===== src/hw/rtl/pmd_pkg.sv =====
// ----------------------------------------------------------------------------
// pmd_pkg
// Shared widths, types and sizing for the per-second mean decimator.
// ----------------------------------------------------------------------------
package pmd_pkg;

  localparam int CHANNELS    = 6;
  localparam int SAMPLE_BITS = 16;
  localparam int MAX_GROUP   = 255;

  localparam int SEC_BITS    = 32;
  localparam int GSIZE_BITS  = 8;
  localparam int COUNT_BITS  = $clog2(MAX_GROUP + 1);
  localparam int SUM_BITS    = SAMPLE_BITS + COUNT_BITS;
  localparam int STEP_BITS   = $clog2(SUM_BITS);
  localparam int CH_BITS     = (CHANNELS > 1) ? $clog2(CHANNELS) : 1;

  typedef logic signed [SAMPLE_BITS-1:0] sample_t;
  typedef logic signed [SUM_BITS-1:0]    sum_t;
  typedef logic        [COUNT_BITS-1:0]  count_t;
  typedef logic        [SEC_BITS-1:0]    sec_t;

  // accumulator command
  typedef struct packed {
    logic load;   // open a group with this sample
    logic add;    // add this sample to the open group
  } acc_op_t;

  typedef struct packed {
    logic   start;
    sum_t   dividend;
    count_t divisor;
  } div_req_t;

  typedef struct packed {
    logic    done;
    sample_t quotient;
  } div_rsp_t;

endpackage


===== src/hw/rtl/pmd_in_if.sv =====
// ----------------------------------------------------------------------------
// pmd_in_if
// Sample channel: one timestamped multi-channel sensor word per handshake.
// ----------------------------------------------------------------------------
interface pmd_in_if;
  import pmd_pkg::*;

  logic    valid;
  logic    ready;
  sec_t    second_stamp;
  sample_t sample_ch0;
  sample_t sample_ch1;
  sample_t sample_ch2;
  sample_t sample_ch3;
  sample_t sample_ch4;
  sample_t sample_ch5;

  modport source (
    output valid, second_stamp, sample_ch0, sample_ch1, sample_ch2,
           sample_ch3, sample_ch4, sample_ch5,
    input  ready
  );

  modport sink (
    input  valid, second_stamp, sample_ch0, sample_ch1, sample_ch2,
           sample_ch3, sample_ch4, sample_ch5,
    output ready
  );

endinterface


===== src/hw/rtl/pmd_out_if.sv =====
// ----------------------------------------------------------------------------
// pmd_out_if
// Result channel: one finished second's channel means per handshake.
// ----------------------------------------------------------------------------
interface pmd_out_if;
  import pmd_pkg::*;

  logic                  valid;
  logic                  ready;
  sec_t                  emitted_second;
  sample_t               mean_ch0;
  sample_t               mean_ch1;
  sample_t               mean_ch2;
  sample_t               mean_ch3;
  sample_t               mean_ch4;
  sample_t               mean_ch5;
  logic [GSIZE_BITS-1:0] group_size;

  modport source (
    output valid, emitted_second, mean_ch0, mean_ch1, mean_ch2, mean_ch3,
           mean_ch4, mean_ch5, group_size,
    input  ready
  );

  modport sink (
    input  valid, emitted_second, mean_ch0, mean_ch1, mean_ch2, mean_ch3,
           mean_ch4, mean_ch5, group_size,
    output ready
  );

endinterface


===== src/hw/rtl/per_second_mean_decimator.sv =====
// ----------------------------------------------------------------------------
// per_second_mean_decimator
// Averages timestamped sensor samples over each whole second.
//
//   channel  dir  handshake     word
//   in_i     in   valid/ready   second_stamp, sample_ch0..sample_ch5
//   out_o    out  valid/ready   emitted_second, mean_ch0..mean_ch5, group_size
//
// A sample in the open second, or the first sample, goes into the sums at once.
// A sample with a new second waits while the one shared divider works through
// the channel sums in turn, one quotient bit per cycle. in_i.ready is low while
// it divides, and while the finished word waits for a free output register.
// Reset is asynchronous, active low, and clears sums, count and the group.
// The last group is never emitted, since no later sample closes it.
// ----------------------------------------------------------------------------
module per_second_mean_decimator (
  input  logic      clk_i,
  input  logic      rst_ni,
  pmd_in_if.sink    in_i,
  pmd_out_if.source out_o
);
  import pmd_pkg::*;

  typedef enum logic [1:0] {
    ST_IDLE,
    ST_DIV,
    ST_DRAIN
  } state_e;

  state_e                      state_q;
  logic                        group_open_q;
  sec_t                        cur_sec_q;
  sec_t                        pend_sec_q;
  sample_t [CHANNELS-1:0]      pend_q;
  sample_t [CHANNELS-1:0]      means_q;
  logic    [CH_BITS-1:0]       ch_q;
  logic                        start_q;

  logic                        out_valid_q;
  sec_t                        out_sec_q;
  sample_t [CHANNELS-1:0]      out_means_q;
  logic    [GSIZE_BITS-1:0]    out_size_q;

  sample_t [CHANNELS-1:0]      in_samples;
  sum_t    [CHANNELS-1:0]      sums;
  count_t                      count;
  acc_op_t                     acc_op;
  sample_t [CHANNELS-1:0]      acc_samples;
  div_req_t                    div_req;
  div_rsp_t                    div_rsp;

  logic                        accept;
  logic                        is_new;
  logic                        out_free;
  logic                        drain_go;

  assign in_samples[0] = in_i.sample_ch0;
  assign in_samples[1] = in_i.sample_ch1;
  assign in_samples[2] = in_i.sample_ch2;
  assign in_samples[3] = in_i.sample_ch3;
  assign in_samples[4] = in_i.sample_ch4;
  assign in_samples[5] = in_i.sample_ch5;

  assign in_i.ready = (state_q == ST_IDLE);
  assign accept     = in_i.valid && in_i.ready;
  assign is_new     = group_open_q && (in_i.second_stamp != cur_sec_q);
  assign out_free   = !out_valid_q || out_o.ready;
  assign drain_go   = (state_q == ST_DRAIN) && out_free;

  // a sample in the open second is summed right away, a new second waits
  always_comb begin
    acc_op      = '0;
    acc_samples = in_samples;
    if (accept && !is_new) begin
      acc_op.load = !group_open_q;
      acc_op.add  = group_open_q;
    end else if (drain_go) begin
      acc_op.load = 1'b1;
      acc_samples = pend_q;
    end
  end

  pmd_accum u_accum (
    .clk_i     (clk_i),
    .rst_ni    (rst_ni),
    .op_i      (acc_op),
    .samples_i (acc_samples),
    .sums_o    (sums),
    .count_o   (count)
  );

  assign div_req.start    = start_q;
  assign div_req.dividend = sums[ch_q];
  assign div_req.divisor  = count;

  pmd_div u_div (
    .clk_i  (clk_i),
    .rst_ni (rst_ni),
    .req_i  (div_req),
    .rsp_o  (div_rsp)
  );

  always_ff @(posedge clk_i or negedge rst_ni) begin
    if (!rst_ni) begin
      state_q      <= ST_IDLE;
      group_open_q <= 1'b0;
      cur_sec_q    <= '0;
      ch_q         <= '0;
      start_q      <= 1'b0;
      out_valid_q  <= 1'b0;
    end else begin
      start_q <= 1'b0;
      if (out_valid_q && out_o.ready) begin
        out_valid_q <= 1'b0;
      end
      case (state_q)
        ST_IDLE: begin
          if (accept) begin
            if (is_new) begin
              ch_q    <= '0;
              start_q <= 1'b1;
              state_q <= ST_DIV;
            end else if (!group_open_q) begin
              group_open_q <= 1'b1;
              cur_sec_q    <= in_i.second_stamp;
            end
          end
        end
        ST_DIV: begin
          if (div_rsp.done) begin
            if (ch_q == CH_BITS'(CHANNELS - 1)) begin
              state_q <= ST_DRAIN;
            end else begin
              ch_q    <= ch_q + CH_BITS'(1);
              start_q <= 1'b1;
            end
          end
        end
        ST_DRAIN: begin
          if (out_free) begin
            out_valid_q <= 1'b1;
            cur_sec_q   <= pend_sec_q;
            state_q     <= ST_IDLE;
          end
        end
        default: begin
          state_q <= ST_IDLE;
        end
      endcase
    end
  end

  // payload registers
  always_ff @(posedge clk_i) begin
    if (accept) begin
      pend_sec_q <= in_i.second_stamp;
      pend_q     <= in_samples;
    end
    if ((state_q == ST_DIV) && div_rsp.done) begin
      means_q[ch_q] <= div_rsp.quotient;
    end
    if (drain_go) begin
      out_sec_q   <= cur_sec_q;
      out_means_q <= means_q;
      out_size_q  <= GSIZE_BITS'(count);
    end
  end

  assign out_o.valid          = out_valid_q;
  assign out_o.emitted_second = out_sec_q;
  assign out_o.mean_ch0       = out_means_q[0];
  assign out_o.mean_ch1       = out_means_q[1];
  assign out_o.mean_ch2       = out_means_q[2];
  assign out_o.mean_ch3       = out_means_q[3];
  assign out_o.mean_ch4       = out_means_q[4];
  assign out_o.mean_ch5       = out_means_q[5];
  assign out_o.group_size     = out_size_q;

`ifndef NO_ASSERTIONS
  a_word_from_drain: assert property (@(posedge clk_i) disable iff (!rst_ni)
    $rose(out_valid_q) |-> $past(state_q == ST_DRAIN))
    else $error("output word raised outside drain");

  a_done_in_div: assert property (@(posedge clk_i) disable iff (!rst_ni)
    div_rsp.done |-> (state_q == ST_DIV))
    else $error("divider finished outside the divide phase");

  a_open_count: assert property (@(posedge clk_i) disable iff (!rst_ni)
    group_open_q |-> (count != '0) && (count <= COUNT_BITS'(MAX_GROUP)))
    else $error("open group with bad sample count");

  a_sums_hold: assert property (@(posedge clk_i) disable iff (!rst_ni)
    (state_q == ST_DIV) && $past(state_q == ST_DIV) |-> $stable(sums) && $stable(count))
    else $error("sums changed while dividing");
`endif

endmodule


===== src/hw/rtl/pmd_accum.sv =====
// ----------------------------------------------------------------------------
// pmd_accum
// Per-channel running sums and the saturating sample count of one group.
// ----------------------------------------------------------------------------
module pmd_accum (
  input  logic                                  clk_i,
  input  logic                                  rst_ni,
  input  pmd_pkg::acc_op_t                      op_i,
  input  pmd_pkg::sample_t [pmd_pkg::CHANNELS-1:0] samples_i,
  output pmd_pkg::sum_t    [pmd_pkg::CHANNELS-1:0] sums_o,
  output pmd_pkg::count_t                       count_o
);
  import pmd_pkg::*;

  sum_t   [CHANNELS-1:0] sums_q, sums_d;
  count_t                count_q, count_d;
  logic                  full;

  assign full = (count_q >= COUNT_BITS'(MAX_GROUP));

  always_comb begin
    sums_d  = sums_q;
    count_d = count_q;
    if (op_i.load) begin
      for (int c = 0; c < CHANNELS; c++) begin
        sums_d[c] = SUM_BITS'(samples_i[c]);
      end
      count_d = COUNT_BITS'(1);
    end else if (op_i.add && !full) begin
      for (int c = 0; c < CHANNELS; c++) begin
        sums_d[c] = sums_q[c] + SUM_BITS'(samples_i[c]);
      end
      count_d = count_q + COUNT_BITS'(1);
    end
  end

  always_ff @(posedge clk_i or negedge rst_ni) begin
    if (!rst_ni) begin
      sums_q  <= '0;
      count_q <= '0;
    end else begin
      sums_q  <= sums_d;
      count_q <= count_d;
    end
  end

  assign sums_o  = sums_q;
  assign count_o = count_q;

endmodule


===== src/hw/rtl/pmd_div.sv =====
// ----------------------------------------------------------------------------
// pmd_div
// Shared restoring divider, one quotient bit per cycle, truncates toward zero.
// ----------------------------------------------------------------------------
module pmd_div (
  input  logic              clk_i,
  input  logic              rst_ni,
  input  pmd_pkg::div_req_t req_i,
  output pmd_pkg::div_rsp_t rsp_o
);
  import pmd_pkg::*;

  logic [SUM_BITS-1:0]   quo_q;
  count_t                rem_q;
  count_t                div_q;
  logic [STEP_BITS-1:0]  cnt_q;
  logic                  busy_q;
  logic                  done_q;
  logic                  neg_q;
  logic                  zero_q;

  logic [COUNT_BITS:0]   rem_shift;
  logic [COUNT_BITS:0]   rem_diff;
  logic                  fits;
  logic [SUM_BITS-1:0]   magnitude;
  logic [SUM_BITS-1:0]   signed_quo;

  // magnitude of the most negative sum still fits as unsigned
  assign magnitude  = req_i.dividend[SUM_BITS-1] ? (~req_i.dividend + SUM_BITS'(1))
                                                 : req_i.dividend;
  assign rem_shift  = {rem_q, quo_q[SUM_BITS-1]};
  assign rem_diff   = rem_shift - {1'b0, div_q};
  assign fits       = (rem_shift >= {1'b0, div_q});
  assign signed_quo = neg_q ? (~quo_q + SUM_BITS'(1)) : quo_q;

  always_ff @(posedge clk_i or negedge rst_ni) begin
    if (!rst_ni) begin
      busy_q <= 1'b0;
      done_q <= 1'b0;
      cnt_q  <= '0;
    end else begin
      done_q <= 1'b0;
      if (req_i.start) begin
        busy_q <= 1'b1;
        cnt_q  <= '0;
      end else if (busy_q) begin
        cnt_q <= cnt_q + STEP_BITS'(1);
        if (cnt_q == STEP_BITS'(SUM_BITS - 1)) begin
          busy_q <= 1'b0;
          done_q <= 1'b1;
        end
      end
    end
  end

  always_ff @(posedge clk_i) begin
    if (req_i.start) begin
      quo_q  <= magnitude;
      rem_q  <= '0;
      div_q  <= req_i.divisor;
      neg_q  <= req_i.dividend[SUM_BITS-1];
      zero_q <= (req_i.divisor == '0);
    end else if (busy_q) begin
      quo_q <= {quo_q[SUM_BITS-2:0], fits};
      rem_q <= fits ? rem_diff[COUNT_BITS-1:0] : rem_shift[COUNT_BITS-1:0];
    end
  end

  assign rsp_o.done     = done_q;
  assign rsp_o.quotient = zero_q ? '0 : signed_quo[SAMPLE_BITS-1:0];

endmodule

===== src/flat_wrapper.sv =====
// flat-port wrapper written by rule: the top's interface ports become plain ports
module per_second_mean_decimator_flat import pmd_pkg::*;
  (clk_i, rst_ni, in_i_valid, in_i_second_stamp, in_i_sample_ch0, in_i_sample_ch1, in_i_sample_ch2, in_i_sample_ch3, in_i_sample_ch4, in_i_sample_ch5, in_i_ready, out_o_valid, out_o_emitted_second, out_o_mean_ch0, out_o_mean_ch1, out_o_mean_ch2, out_o_mean_ch3, out_o_mean_ch4, out_o_mean_ch5, out_o_group_size, out_o_ready);
  pmd_in_if in_i_i ();
  pmd_out_if out_o_i ();
  input  logic clk_i;
  input  logic rst_ni;
  input wire logic [$bits(in_i_i.valid)-1:0] in_i_valid;
  input wire logic [$bits(in_i_i.second_stamp)-1:0] in_i_second_stamp;
  input wire logic [$bits(in_i_i.sample_ch0)-1:0] in_i_sample_ch0;
  input wire logic [$bits(in_i_i.sample_ch1)-1:0] in_i_sample_ch1;
  input wire logic [$bits(in_i_i.sample_ch2)-1:0] in_i_sample_ch2;
  input wire logic [$bits(in_i_i.sample_ch3)-1:0] in_i_sample_ch3;
  input wire logic [$bits(in_i_i.sample_ch4)-1:0] in_i_sample_ch4;
  input wire logic [$bits(in_i_i.sample_ch5)-1:0] in_i_sample_ch5;
  output wire logic [$bits(in_i_i.ready)-1:0] in_i_ready;
  output wire logic [$bits(out_o_i.valid)-1:0] out_o_valid;
  output wire logic [$bits(out_o_i.emitted_second)-1:0] out_o_emitted_second;
  output wire logic [$bits(out_o_i.mean_ch0)-1:0] out_o_mean_ch0;
  output wire logic [$bits(out_o_i.mean_ch1)-1:0] out_o_mean_ch1;
  output wire logic [$bits(out_o_i.mean_ch2)-1:0] out_o_mean_ch2;
  output wire logic [$bits(out_o_i.mean_ch3)-1:0] out_o_mean_ch3;
  output wire logic [$bits(out_o_i.mean_ch4)-1:0] out_o_mean_ch4;
  output wire logic [$bits(out_o_i.mean_ch5)-1:0] out_o_mean_ch5;
  output wire logic [$bits(out_o_i.group_size)-1:0] out_o_group_size;
  input wire logic [$bits(out_o_i.ready)-1:0] out_o_ready;
  assign in_i_i.valid = in_i_valid;
  assign in_i_i.second_stamp = in_i_second_stamp;
  assign in_i_i.sample_ch0 = in_i_sample_ch0;
  assign in_i_i.sample_ch1 = in_i_sample_ch1;
  assign in_i_i.sample_ch2 = in_i_sample_ch2;
  assign in_i_i.sample_ch3 = in_i_sample_ch3;
  assign in_i_i.sample_ch4 = in_i_sample_ch4;
  assign in_i_i.sample_ch5 = in_i_sample_ch5;
  assign in_i_ready = in_i_i.ready;
  assign out_o_valid = out_o_i.valid;
  assign out_o_emitted_second = out_o_i.emitted_second;
  assign out_o_mean_ch0 = out_o_i.mean_ch0;
  assign out_o_mean_ch1 = out_o_i.mean_ch1;
  assign out_o_mean_ch2 = out_o_i.mean_ch2;
  assign out_o_mean_ch3 = out_o_i.mean_ch3;
  assign out_o_mean_ch4 = out_o_i.mean_ch4;
  assign out_o_mean_ch5 = out_o_i.mean_ch5;
  assign out_o_group_size = out_o_i.group_size;
  assign out_o_i.ready = out_o_ready;
  per_second_mean_decimator u_core (.clk_i(clk_i), .rst_ni(rst_ni), .in_i(in_i_i), .out_o(out_o_i));
endmodule

===== config.mk =====
export PLATFORM = sky130hd
export DESIGN_NAME = per_second_mean_decimator_flat
export DESIGN_NICKNAME = d
export VERILOG_FILES = /design/src/hw/rtl/pmd_pkg.sv /design/src/hw/rtl/pmd_in_if.sv /design/src/hw/rtl/pmd_out_if.sv /design/src/hw/rtl/per_second_mean_decimator.sv /design/src/hw/rtl/pmd_accum.sv /design/src/hw/rtl/pmd_div.sv /design/src/flat_wrapper.sv
export SDC_FILE = /design/constraint.sdc
export NUM_CORES = 1
export LEC_CHECK = 0
export ABC_AREA = 1
export BUFFER_PORTS_ARGS = -buffer_cell sky130_fd_sc_hd__buf_4
export CORE_MARGIN = 4
export CORE_UTILIZATION = 45
export DETAILED_ROUTE_END_ITERATION = 10
export SLEW_MARGIN = 20
export SYNTH_ARGS = -nofsm -noshare
export SYNTH_HDL_FRONTEND = slang
export SYNTH_HIERARCHICAL = 1
export SYNTH_SLANG_ARGS = --single-unit

===== constraint.sdc =====
create_clock -name clk_i -period 9.1 [get_ports clk_i]
set_input_delay 0.91 -clock clk_i [delete_from_list [all_inputs] [get_ports clk_i]]
set_output_delay 0.91 -clock clk_i [all_outputs]
set_load 0.05 [all_outputs]

## Word level (Yosys, flattened, before mapping)

Index checks and enable logic that the tools add are counted.

| storage, ports and cells | value |
|---|---|
| register bits | 601 |
| input port bits | 132 |
| output and inout port bits | 138 |
| logic and storage cells | 149 |

| operators by class | value |
|---|---|
| add/sub/neg operators | 12 |
| $lt $le $gt $ge | 4 |
| equality and inequality tests | 13 |
| muxes and demuxes | 52 |
| bitwise gates (word level) | 3 |
| reduce and logical (&&, ||, !) cells | 23 |

Operators with widths:

| operator | number |
|---|---|
| 2-to-1 mux 144 bit | 2 |
| 2-to-1 mux 96 bit | 2 |
| adder 24 x 16 -> 24 bit | 6 |
| 2-to-1 mux 32 bit | 4 |
| bitwise mux 96 bit | 1 |
| 2-to-1 mux 24 bit | 4 |
| binary-select mux 24 bit (select 3 bit) | 1 |
| case mux 32 bit (2 select lines) | 1 |
| demux 16 bit (select 3 bit) | 1 |
| 2-to-1 mux 16 bit | 3 |
| != test 32 bit | 1 |
| adder 24 x 2 -> 24 bit (second input constant) | 1 |
| 2-to-1 mux 8 bit | 3 |
| inverter 24 bit | 1 |
| adder 16 x 1 -> 16 bit (second input constant) | 1 |
| 2-to-1 mux 1 bit | 16 |
| inverter 16 bit | 1 |
| AND reduction 5 bit | 3 |
| 2-to-1 mux 3 bit | 4 |
| != test 2 bit (second input constant) | 6 |
| 2-to-1 mux 2 bit | 5 |
| 2-to-1 mux 5 bit | 2 |
| >= comparator 9 x 8 -> 1 bit | 1 |
| adder 8 x 1 -> 8 bit (second input constant) | 1 |
| other kinds (22) | 36 |

## Depth between registers and ports, before layout

| logic depth | value |
|---|---|
| depth after elaboration | 8 |
| depth in mapped cells | 22 |
| gate-level depth less buffers | 20 |

## Hierarchy

The synthesis kept the hierarchy.

Modules (own cells, without submodules):

| module | instances | cells an instance | area each (um^2) | seq. area each (um^2) |
|---|---|---|---|---|
| pmd_accum | 1 | 2731 | 16085.4 | 3803.6 |
| per_second_mean_decimator | 1 | 1222 | 15436.1 | 11811.3 |
| pmd_div | 1 | 485 | 3503.4 | 1356.3 |

## Worst setup path after synthesis

No wires, ideal clock.

| timing path | value |
|---|---|
| path type | register to register |
| start | register u_core.state_q[0] |
| end | register u_core.u_accum.sums_q (netlist bit u_core/u_accum/sums_o[16]) |
| library setup time | 0.128 ns |
| arrival | 7.996 ns |
| required time | 8.972 ns |
| path slack | 0.976 ns |
| stages on the path, launching flop included | 12 |
| buffers on the path | 1 |
| clock period less this slack | 8.124 ns |
| path through | dfrtp_1 > nor2_1 > inv_1 > nor2_1 > nand3_1 > inv_1 > nand2_4 > nand2_4 > clkinv_2 > buf_6 > nor2_2 > a21oi_1 |

RTL lines:

| what | line | text |
|---|---|---|
| start, declared | per_second_mean_decimator.sv:30 | `state_e state_q;` |
| start signal, assigned | per_second_mean_decimator.sv:105 | `state_q <= ST_IDLE;` |
| start signal, assigned | per_second_mean_decimator.sv:122 | `state_q <= ST_DIV;` |
| start signal, assigned | per_second_mean_decimator.sv:132 | `state_q <= ST_DRAIN;` |
| end signal, assigned | pmd_accum.sv:42 | `sums_q <= sums_d;` |
| end, declared | pmd_accum.sv:15 | `sum_t [CHANNELS-1:0] sums_q, sums_d;` |

==> reports/summary.txt <==
Max Root-Sink Buffers - 3
CTS buffer count - 69
Rel. slew slack - 30.0%
Clock Pin Slew Worst Setup and Hold Paths - 0.07 ns
total core area - 77,300 sq um
gpl congestion - 0.966
Final Setup Violations - 0
fmax - 0.204 GHz
ranking of synthesized cells by area - edfxtp_1 34%, nand2_1 17%, dfrtp_1 14%
Final period util - 53.9%
drt wl/cell - 17.8 um
minimum clock period - 4.91 ns
number of synthesized flops with an enable pin - 394
layout cell share with drive strength beyond 1 - 9.89%
RSZ-0062 raised after global routing - false
Min-Delay Path Class - input port to asynchronous set/reset pin
Max VDD drop - 0.186 mV
area of the die - 82,400 sq um
Setup crit start kind - register
clock sinks - 601
post-synth net total - 4,729
GRT Total Usage - 24.9%
Layout Area Growth over Synthesis - 15.7%
GR Overflow Total - 0
Critical Path RT - 9.65 ns
Internal Power - 7.37 mW
Least-Margin Pin Slew - 1.05 ns
mean post-synth cell area - 7.89 sq um
synth warn - 6
Synth Cell Area - 35,000 sq um
Distinct cells, synth - 52
final setup skew - 0.0330 ns
R2R setup slack - 4.19 ns
post-synthesis async set-or-reset flop share - 33.1%
switching component of the power - 5.83 mW
DRC viols - 0
Syn Inst Count - 4,438
Setup Buffers After CTS - 0
Clock H-tree levels - 3
drt via density - 5.13
Arr. time, crit path - 5.45 ns
# hold bufs at CTS - 0
clk root buf - clkbuf_16
DRT iter0 DRCs - 2,420
drt first pass iters - 5
clock network fraction of total power - 22.5%
Starting Density - 45.3%
CP Class - register to register
fin area - 40,500 sq um
status - finished, final reports clean
sequential area share after synthesis - 48.5%
CTS tree - built
post-synth top area cell - edfxtp_1
Max-Cap Viols - 0
number of cell rows - 102
largest fanout on the critical path - 56
largest net degree at the start of global routing - 151
Final ANT Viol Nets - 0
fin. max-slew vios - 0
Comb power frac - 45.6%
LEAKAGE - 19.0 nW
Most used DFF post-synth - edfxtp_1
Setup crit end kind - register
Die X - 287 um
Final Hold Fails - 0
# port buffers - 269
Sw Ratio - 44.2%
clk_lat worst skew - 0.64 ns
Total Wirelength - 103,000 um
initial antenna violation count - 1
Resize count post-CTS - 0
Nets - 4,984
first-pass GRT wire length - 162,000 um
sequential share of power - 31.9%
vias in the first global route - 28,400
pwr dens - 326 nW/um^2
total negative slack - 0 ns
Ports - 270
cell area after placement - 38,100 sq um
Die H - 287 um
DP HPWL - 75,000 um
register bit total from synthesis - 601
DR vias - 29,700
post-synth top area share - 33.8%
## critical path: stages, from the launching register on
cell and delay, ns:
dfrtp_1 0.43, nor2_4 0.49, inv_2 0.50, nor2_4 0.26, clkinv_2 0.53, buf_4 0.57, nand2_1 0.14, nand2_1 0.09
ha_1 0.26, inv_1 0.08, fa_1 0.23, inv_1 0.06, nand3_1 0.11, nand3_1 0.24, nand2_1 0.13, nand2_1 0.13
nand3_1 0.13, nand2_1 0.06, nand2_1 0.06, nand3_1 0.06, a21oi_1 0.20
## path summary, 6_finish.rpt
kind,depth (start not counted),to,from
setup / recovery,20,u_core/u_accum/sums_o[136]$_DFFE_PN0P_,u_core/state_q[0]$_DFFE_PN0P_
hold / removal,1,u_core/u_accum/sums_o[108]$_DFFE_PN0P_,rst_ni
setup reg to reg,20,u_core/u_accum/sums_o[136]$_DFFE_PN0P_,u_core/state_q[0]$_DFFE_PN0P_
hold reg to reg,0,u_core/out_o.mean_ch3[14]$_DFFE_PP_,u_core/means_q[62]$_DFFE_PP_
max in group asynchronous,2,u_core/ch_q[0]$_DFFE_PN0P_,rst_ni
min in group clk_i,0,u_core/out_o.mean_ch3[14]$_DFFE_PP_,u_core/means_q[62]$_DFFE_PP_
## layer usage
| layer | part of all wire (%) | vias up | GRT usage (%) |
|---|---|---|---|
| li1 | - | 15000 | - |
| met1 | 45 | 13700 | 34.3 |
| met2 | 46 | 872 | 40.6 |
| met3 | 5.8 | 167 | 3.74 |
| met4 | 3.3 | 0 | 8.39 |
| met5 | 0 | - | 0 |
## synth_stat cells, types with 3 or more instances
library cell and count:
clkbuf_1 61, ha_1 152, o211ai_1 37, nor2_1 492
inv_2 6, o22ai_1 6, fa_1 7, nand2_1 1574
o21bai_1 20, nand3_2 3, nand2_4 4, a31oi_1 35
o21ai_1 26, nand3b_1 23, edfxtp_1 394, inv_1 513
xor2_1 20, nand2_2 3, a211oi_1 6, o21ai_0 164
buf_2 32, or2_2 11, xnor2_1 45, buf_4 5
a21oi_1 177, o221ai_1 28, and2_1 4, buf_6 8
nand4_1 44, nor3_1 29, nand3_1 255, dfxtp_1 8
nor2_2 10, nor4_1 3, nor2_4 4, dfrtp_1 199
buf_1 6, a21o_1 4
## cell usage in the layout, fill, tap and decap left out, drive strengths merged, types with 37 or more instances in the layout
cell type,n
nand2,1581
inv,525
nor2,507
edfxtp,394
buf,296
nand3,258
dfrtp,199
o21ai,192
a21oi,179
ha,152
clkbuf,87
xnor2,45
nand4,44
o211ai,37
## logic make-up (layout without fill, tap and decap cells)
logic type / count (synthesis) / in the layout / share of synthesized area (%)
other: 0 / 1 / 0
xor gates and xnor gates: 65 / 65 / 1.63
buffers and inverters: 634 / 946 / 7.14
and+or+nand+nor: 2465 / 2465 / 28.5
DFF: 601 / 601 / 48.5
adders and majority gates: 159 / 159 / 5.83
AOI/OAI and AO/OA: 514 / 514 / 8.41
## sequential cells by signal, indices dropped and copies added (netlist names), 2 cells and up
| register | cells |
|---|---|
| u_core/ch_q | 3 |
| u_core/cur_sec_q | 32 |
| u_core/means_q | 96 |
| u_core/out_o.emitted_second | 32 |
| u_core/out_o.group_size | 8 |
| u_core/out_o.mean_ch0 | 16 |
| u_core/out_o.mean_ch1 | 16 |
| u_core/out_o.mean_ch2 | 16 |
| u_core/out_o.mean_ch3 | 16 |
| u_core/out_o.mean_ch4 | 16 |
| u_core/out_o.mean_ch5 | 16 |
| u_core/pend_q | 96 |
| u_core/pend_sec_q | 32 |
| u_core/state_q | 2 |
| u_core/u_accum/count_o | 8 |
| u_core/u_accum/sums_o | 144 |
| u_core/u_div/cnt_q | 5 |
| u_core/u_div/div_q | 8 |
| u_core/u_div/quo_q | 24 |
| u_core/u_div/rem_q | 8 |
## metrics by stage
| stage | hold slack, ns | utilization, % | setup slack [ns] | cells | power [mW] |
|---|---|---|---|---|---|
| after floorplan | 0.400 | - | 0.976 | 4438 | 8.39 |
| after global placement | 0.400 | 49.3 | 4.19 | 5662 | 10.1 |
| after detailed placement | 0.405 | 49.3 | 4.14 | 5662 | 10.2 |
| after CTS | 0.244 | 52.4 | 4.12 | 5790 | 13.2 |
| after global routing | 0.260 | 52.4 | 3.69 | 5791 | 14.3 |
| final | 0.230 | 52.4 | 4.19 | 5791 | 13.2 |
## area by class of cell
type                       instances  area [sq um]
clock inverter                    41           568
sequential                       601         17000
fill                            7519         36800
antenna                            1          2.50
clock buffer                      87          1860
multi-input combinational       3203         15600
inverter                         522          1960
timing repair buffer             296          2250
tap                             1040          1300
## power groups by stage
stage | clock [mW] | combinational, mW | sequential, mW
final | 2.97 | 6.03 | 4.21
after global routing | 3.16 | 6.83 | 4.27
after global placement | 0 | 5.87 | 4.24
after detailed placement | 0 | 5.92 | 4.25
after floorplan | 0 | 4.39 | 4.00
after CTS | 3.05 | 5.96 | 4.20
(Power assumes the default switching activity.)
